File: config.mk
export PLATFORM = sky130hd
export DESIGN_NAME = multiply_divide_unit_top
export DESIGN_NICKNAME = d
export VERILOG_FILES = /design/src/hdl/mdu_pkg.sv /design/src/hdl/mdu_core.sv /design/src/hdl/multiply_divide_unit_top.sv
export VERILOG_INCLUDE_DIRS = /design/src /design/src/hdl
export SDC_FILE = /design/constraint.sdc
export NUM_CORES = 1
export LEC_CHECK = 0
export ABC_AREA = 1
export BUFFER_PORTS_ARGS = -buffer_cell sky130_fd_sc_hd__buf_2
export CORE_MARGIN = 3
export CORE_UTILIZATION = 50
export CTS_CLUSTER_SIZE = 25
export DETAILED_ROUTE_END_ITERATION = 8
export GPL_TIMING_DRIVEN = 0
export PLACE_DENSITY_LB_ADDON = 0.1
export SYNTH_ARGS = -nofsm -noshare
export SYNTH_HDL_FRONTEND = slang
export SYNTH_HIERARCHICAL = 1
export SYNTH_SLANG_ARGS = --single-unit
export TNS_END_PERCENT = 20
File: constraint.sdc
create_clock -name clk -period 3.4 [get_ports clk]
set_input_delay 0.17 -clock clk [delete_from_list [all_inputs] [get_ports clk]]
set_output_delay 0.17 -clock clk [all_outputs]
set_load 0.005 [all_outputs]
File: src/hdl/assert_macros.svh
// Assertion macros shared by the multiply/divide unit RTL
`ifndef ASSERT_MACROS_SVH
`define ASSERT_MACROS_SVH

// Property that must hold on every clock edge outside reset
`define ASSERT_CLK(lbl, prop, msg) \
  lbl: assert property (@(posedge clk) disable iff (rst) (prop)) else $error(msg);

// Condition that must never be seen outside reset
`define ASSERT_NEVER(lbl, cond, msg) \
  lbl: assert property (@(posedge clk) disable iff (rst) !(cond)) else $error(msg);

`endif

File: src/hdl/mdu_pkg.sv
// Shared types and constants for the multiply/divide unit
package mdu_pkg;

  localparam int WORD_W = 32;
  localparam int CNT_W  = $clog2(WORD_W);
  localparam logic [CNT_W-1:0] CNT_MAX = CNT_W'(WORD_W - 1);

  // Operation codes carried by each input item
  typedef enum logic [2:0] {
    ACT_MULT     = 3'd0,
    ACT_MULTU    = 3'd1,
    ACT_DIV      = 3'd2,
    ACT_DIVU     = 3'd3,
    ACT_READ_HI  = 3'd4,
    ACT_READ_LO  = 3'd5,
    ACT_WRITE_HI = 3'd6,
    ACT_WRITE_LO = 3'd7
  } action_t;

  // Control from the sequencer into the shift/add core
  typedef struct packed {
    logic start;
    logic is_div;
  } core_req_t;

  // Status from the core back to the sequencer
  typedef struct packed {
    logic busy;
    logic done;
  } core_rsp_t;

endpackage

File: src/hdl/mdu_core.sv
// Iterative shift-add multiplier and restoring divider on unsigned words
`include "assert_macros.svh"

module mdu_core import mdu_pkg::*; (
  input  logic              clk,
  input  logic              rst,
  input  core_req_t         req,
  input  logic [WORD_W-1:0] op_a,
  input  logic [WORD_W-1:0] op_b,
  output core_rsp_t         rsp,
  output logic [WORD_W-1:0] res_hi,
  output logic [WORD_W-1:0] res_lo
);

  localparam int ADD_W = WORD_W + 2;

  typedef enum logic {
    C_IDLE,
    C_RUN
  } core_state_t;

  core_state_t       state;
  logic [CNT_W-1:0]  count;
  logic              done;
  logic              is_div;
  logic [WORD_W-1:0] opnd;
  logic [WORD_W-1:0] hi;
  logic [WORD_W-1:0] lo;
  logic [WORD_W-1:0] hi_next;
  logic [WORD_W-1:0] lo_next;

  logic [ADD_W-1:0]  add_a;
  logic [ADD_W-1:0]  add_b;
  logic [ADD_W-1:0]  add_sum;
  logic              add_cin;

  // Shared adder: trial subtract for divide, conditional add for multiply
  always_comb begin
    if (is_div) begin
      add_a   = {1'b0, hi, lo[WORD_W-1]};
      add_b   = ~{2'b00, opnd};
      add_cin = 1'b1;
    end else begin
      add_a   = {2'b00, hi};
      add_b   = lo[0] ? {2'b00, opnd} : '0;
      add_cin = 1'b0;
    end
    add_sum = add_a + add_b + {{(ADD_W-1){1'b0}}, add_cin};
  end

  // Pick the next partial remainder/product
  always_comb begin
    if (is_div) begin
      if (add_sum[ADD_W-1]) begin
        hi_next = add_a[WORD_W-1:0];
        lo_next = {lo[WORD_W-2:0], 1'b0};
      end else begin
        hi_next = add_sum[WORD_W-1:0];
        lo_next = {lo[WORD_W-2:0], 1'b1};
      end
    end else begin
      hi_next = add_sum[WORD_W:1];
      lo_next = {add_sum[0], lo[WORD_W-1:1]};
    end
  end

  // Sequencer: load on start, one bit per cycle, pulse done after the last step
  always_ff @(posedge clk) begin
    if (rst) begin
      state <= C_IDLE;
      count <= '0;
      done  <= 1'b0;
    end else begin
      done <= (state == C_RUN) && (count == CNT_MAX);
      unique case (state)
        C_IDLE: begin
          if (req.start) begin
            state <= C_RUN;
            count <= '0;
          end
        end
        C_RUN: begin
          count <= count + 1'b1;
          if (count == CNT_MAX) begin
            state <= C_IDLE;
          end
        end
        default: state <= C_IDLE;
      endcase
    end
  end

  // Datapath registers
  always_ff @(posedge clk) begin
    if (state == C_IDLE && req.start) begin
      is_div <= req.is_div;
      opnd   <= req.is_div ? op_b : op_a;
      lo     <= req.is_div ? op_a : op_b;
      hi     <= '0;
    end else if (state == C_RUN) begin
      hi <= hi_next;
      lo <= lo_next;
    end
  end

  assign rsp.busy = (state == C_RUN);
  assign rsp.done = done;
  assign res_hi   = hi;
  assign res_lo   = lo;

  `ASSERT_CLK(a_done_after_last, done |-> $past(state == C_RUN && count == CNT_MAX), "done without final step")
  `ASSERT_NEVER(a_start_while_run, req.start && state == C_RUN, "start while core running")

endmodule

File: src/hdl/multiply_divide_unit_top.sv
// Top level: HI/LO multiply/divide unit with valid/ready channels
//
// Input channel (in_valid/in_ready) takes one item: action, first_operand,
// second_operand. Output channel (out_valid/out_ready) gives one result per
// item: read_value (HI or LO for read actions, zero otherwise), hi_now and
// lo_now (HI and LO after the item).
// Moves, reads and divides by zero finish at once: the result is valid on
// the cycle after the item is taken. Multiplies and divides run through one
// shared 34-bit adder in the core, one operand bit per cycle: 32 steps, then
// a sign fix-up as the result register is loaded. One item is in work at a
// time; a new item is taken once the result register is empty or being
// drained.
// Reset clears HI, LO and the result register. If the receiver stalls, the
// result holds and no further item is taken until it is drained.
`include "assert_macros.svh"

module multiply_divide_unit_top import mdu_pkg::*; (
  input  logic              clk,
  input  logic              rst,
  input  logic              in_valid,
  output logic              in_ready,
  input  logic [2:0]        action,
  input  logic [WORD_W-1:0] first_operand,
  input  logic [WORD_W-1:0] second_operand,
  output logic              out_valid,
  input  logic              out_ready,
  output logic [WORD_W-1:0] read_value,
  output logic [WORD_W-1:0] hi_now,
  output logic [WORD_W-1:0] lo_now
);

  typedef enum logic {
    S_IDLE,
    S_WAIT
  } top_state_t;

  top_state_t        state;
  logic [WORD_W-1:0] hi_word;
  logic [WORD_W-1:0] lo_word;
  logic              is_mul;
  logic              neg_q;
  logic              neg_r;

  action_t           act;
  logic              accept;
  logic              den_zero;
  logic [WORD_W-1:0] mag_a;
  logic [WORD_W-1:0] mag_b;
  logic [WORD_W-1:0] core_a;
  logic [WORD_W-1:0] core_b;
  logic [WORD_W-1:0] core_hi;
  logic [WORD_W-1:0] core_lo;
  logic [2*WORD_W-1:0] prod;
  logic [2*WORD_W-1:0] prod_neg;
  core_req_t         core_req;
  core_rsp_t         core_rsp;

  assign act      = action_t'(action);
  assign in_ready = (state == S_IDLE) && (!out_valid || out_ready);
  assign accept   = in_valid && in_ready;
  assign den_zero = (second_operand == '0);
  assign mag_a    = first_operand[WORD_W-1] ? (~first_operand + 1'b1) : first_operand;
  assign mag_b    = second_operand[WORD_W-1] ? (~second_operand + 1'b1) : second_operand;

  // Route magnitudes for signed ops, raw words for unsigned ones
  always_comb begin
    core_req.start  = 1'b0;
    core_req.is_div = 1'b0;
    core_a          = first_operand;
    core_b          = second_operand;
    case (act)
      ACT_MULT: begin
        core_req.start = accept;
        core_a         = mag_a;
        core_b         = mag_b;
      end
      ACT_MULTU: core_req.start = accept;
      ACT_DIV: begin
        core_req.start  = accept && !den_zero;
        core_req.is_div = 1'b1;
        core_a          = mag_a;
        core_b          = mag_b;
      end
      ACT_DIVU: begin
        core_req.start  = accept && !den_zero;
        core_req.is_div = 1'b1;
      end
      default: core_req.start = 1'b0;
    endcase
  end

  mdu_core u_core (
    .clk    (clk),
    .rst    (rst),
    .req    (core_req),
    .op_a   (core_a),
    .op_b   (core_b),
    .rsp    (core_rsp),
    .res_hi (core_hi),
    .res_lo (core_lo)
  );

  assign prod     = {core_hi, core_lo};
  assign prod_neg = ~prod + 1'b1;

  // Sequencer, HI/LO and result register
  always_ff @(posedge clk) begin
    if (rst) begin
      state      <= S_IDLE;
      hi_word    <= '0;
      lo_word    <= '0;
      out_valid  <= 1'b0;
      read_value <= '0;
      is_mul     <= 1'b0;
      neg_q      <= 1'b0;
      neg_r      <= 1'b0;
    end else begin
      unique case (state)
        S_IDLE: begin
          if (accept) begin
            // Start the core for multiplies and nonzero divides, finish everything else at once
            out_valid <= !core_req.start;
            is_mul    <= (act == ACT_MULT) || (act == ACT_MULTU);
            neg_q     <= ((act == ACT_MULT) || (act == ACT_DIV)) &&
                         (first_operand[WORD_W-1] ^ second_operand[WORD_W-1]);
            neg_r     <= (act == ACT_DIV) && first_operand[WORD_W-1];
            if (core_req.start) begin
              state <= S_WAIT;
            end
            case (act)
              ACT_DIV: begin
                read_value <= '0;
                if (den_zero) begin
                  hi_word <= first_operand;
                  lo_word <= first_operand[WORD_W-1] ? WORD_W'(1) : '1;
                end
              end
              ACT_DIVU: begin
                read_value <= '0;
                if (den_zero) begin
                  hi_word <= first_operand;
                  lo_word <= '1;
                end
              end
              ACT_READ_HI: read_value <= hi_word;
              ACT_READ_LO: read_value <= lo_word;
              ACT_WRITE_HI: begin
                read_value <= '0;
                hi_word    <= first_operand;
              end
              ACT_WRITE_LO: begin
                read_value <= '0;
                lo_word    <= first_operand;
              end
              default: read_value <= '0;
            endcase
          end else if (out_ready) begin
            // Drop the result once taken
            out_valid <= 1'b0;
          end
        end
        S_WAIT: begin
          // Apply signs and publish once the core finishes
          if (core_rsp.done) begin
            if (is_mul) begin
              {hi_word, lo_word} <= neg_q ? prod_neg : prod;
            end else begin
              hi_word <= neg_r ? (~core_hi + 1'b1) : core_hi;
              lo_word <= neg_q ? (~core_lo + 1'b1) : core_lo;
            end
            out_valid <= 1'b1;
            state     <= S_IDLE;
          end
        end
        default: state <= S_IDLE;
      endcase
    end
  end

  assign hi_now = hi_word;
  assign lo_now = lo_word;

  `ASSERT_NEVER(a_start_when_full, core_req.start && out_valid && !out_ready, "core started with result pending")
  `ASSERT_NEVER(a_wait_core_lost, state == S_WAIT && !core_rsp.busy && !core_rsp.done, "waiting on idle core")
  `ASSERT_CLK(a_done_only_wait, core_rsp.done |-> state == S_WAIT, "core done outside wait")

endmodule
==> out/qor.yml <==
outcome: "complete, but fails checks"
violations: "setup timing"
wl_um: 72710
area_delta_synth_final_pct: 15.41
max_freq_mhz: 284.7
multi_input_area_mm2: 0.01082
grt_max_degree: 43
startpoint: "u_core/is_div$_DFFE_PP_"
power.density_mw_per_mm2: 489.0
final-seq-area_mm2: 0.004755
fillCellCount: 3522
start_kind: "flop"
grt_pass1_wl_um: 108500
synthesis.area_mm2: 0.01740
report.final.slew_viol_count: 0
drt_iter0_drc: 2681
dpl.hpwl_um: 59130
syn_nets: 3059
worstHoldStart: "first_operand[6]"
rr_startpoint: "u_core/is_div$_DFFE_PP_"
maxSlewHeadroom: 0.4410
via_per_inst: 5.776
die_h_um: 192.6
hold_viol: 0
critPathMaxFanout: 10
cp-end-kind: "flop"
layout.nets: 3284
antenna_found_initial: 2
rows: 67
cts_root_buffer: "clkbuf_16"
worstPathArrival_ns: 3.79
ant_nets: 0
die-width_um: 192.6
fin_crit_ns: 3.513
setup_viol: 3
cts_max_level: 1
hold_class: "in -> reg"
grt_pass1_vias: 19054
maxCapViolCount: 0
overflow: 0
cts.sinks: 205
io_pins: 169
cts_tree: "yes"
port-buffer-count: 168
core_mm2: 0.03395
synth.yosys.warnings: 6
worst_pin_slew_ns: 0.8298
post_drt_wl_per_cell_um: 19.98
route.vias.total: 21018
worstSkewPairLatency_ns: 0.54
period_share: 1.033
met1_length_um: 30760
critPathKind: "reg -> reg"
finalNonFillerCells: 3639
synthCells: 2949
layout-drive-gt1-share: 0.1251
skew_ns: 0.02247
clockBufferDepth: 3
top_layer: "met5"
dp.cells: 3565
place_congestion: 1.031
cp.required_ns: 3.68
power_leakage_nw: 9.514
track_usage: 0.3815
cts_inserted_buffers: 23
rsz0062_at_grt: "true"
drc: 0
wl_met3_um: 7450
final.setup.worst_slack_ns: -0.1127
peakVddDrop_mv: 0.3908
clk_pin_slew_ns: 0.06
wl_met2_um: 31190
drtPass1Iterations: 6
synth.avg_cell_area_um2: 5.901
die_area_mm2: 0.03708
start_util: 0.5126
finalPower_mw: 9.821
layout by cell type, fill, tap and decap left out, types with 22 or more instances in the layout:
cell type,n
o21ai_0,177
dfxtp_1,140
inv_1,343
a21oi_1,168
clkbuf_16,24
buf_4,34
nand2_2,25
nor2_1,345
inv_2,32
o22ai_1,67
edfxtp_1,65
nand2_1,898
xor2_1,64
nor3_1,28
nand3_1,194
clkbuf_1,83
buf_2,181
o21ai_1,69
xnor2_1,22
ha_1,32
nand4_1,30
power by group:
part | switching [mW] | leakage, nW | internal (mW)
Combinational | 2.78 | 7.40 | 1.34
Clock | 1.05 | 0.360 | 1.41
Sequential | 0.414 | 1.76 | 2.82
Total | 4.24 | 9.51 | 5.58
routing by layer:
| layer | global-route usage | vias to the layer above |
|---|---|---|
| li1 | - | 9938 |
| met1 | 0.5413 | 9614 |
| met2 | 0.5870 | 1241 |
| met3 | 0.06031 | 223 |
| met4 | 0.1356 | 2 |
| met5 | 0 | - |
worst max-delay path, stage by stage, from the launching register on:
cell      delay [ns]
edfxtp_1        0.48
buf_6           0.19
inv_2           0.07
buf_8           0.14
buf_8           0.13
buf_2           0.22
nand3_1         0.10
o21ai_1         0.23
ha_2            0.41
nand2_2         0.10
nor2_2          0.06
nand2_1         0.06
nand3_1         0.14
a21oi_4         0.23
nand2_4         0.09
buf_6           0.15
buf_6           0.15
a21oi_1         0.18
o22ai_1         0.09
area by class of cell:
type / count / share of cell area
diodes: 1 / 0.0001246
plain buffers: 131 / 0.03432
clock buffers: 33 / 0.03214
clock inverters: 8 / 0.004485
inverters: 378 / 0.07083
multi-input cells: 2234 / 0.5388
flip-flops and latches: 205 / 0.2367
well taps: 448 / 0.02791
repair buffers: 200 / 0.05432
repair inverters: 1 / 0.0003738
flip-flops by register name, indices dropped and copies added, names as in the netlist, 5 cells and up:
| register | cells |
|---|---|
| u_core/count | 5 |
| lo_now | 32 |
| u_core/res_hi | 32 |
| read_value | 32 |
| u_core/opnd | 32 |
| u_core/res_lo | 32 |
| hi_now | 32 |
stage by stage:
stage                     TNS (ns)  setup slack (ns)  hold slack, ns    util  cell area [um2]
after global placement      -60.31            -1.132          0.4475  0.5539            18800
final                      -0.1520           -0.1127         0.04359  0.5916            20090
after floorplan                  0           0.03573          0.2391       -            17400
after global routing        -3.233           -0.1984         0.05955  0.5915            20080
after CTS                 -0.02627          -0.02627         0.03782  0.5892            20000
after detailed placement    -33.86            -1.126          0.4531  0.5539            18810
worst paths after layout:
check                               end  slack [ns]  cells past startpoint
max          u_core/res_lo[0]$_DFFE_PP_       -0.11                     18
min              hi_now[6]$_SDFFE_PP0P_        0.04                      3
max reg2reg  u_core/res_lo[0]$_DFFE_PP_       -0.11                     18
min reg2reg  read_value[5]$_SDFFE_PP0P_        0.46                      2
repair_timing:
item	4_1_cts	5_1_grt
hold buffers	4	0
hold endpoints to repair	7	0
endpoints found under the setup margin	41	74
setup buffers	27	1
resized for setup	96	30
gates cloned	0	1
pin swaps	18	10
Note: power is estimated with default switching activity, not from simulation.
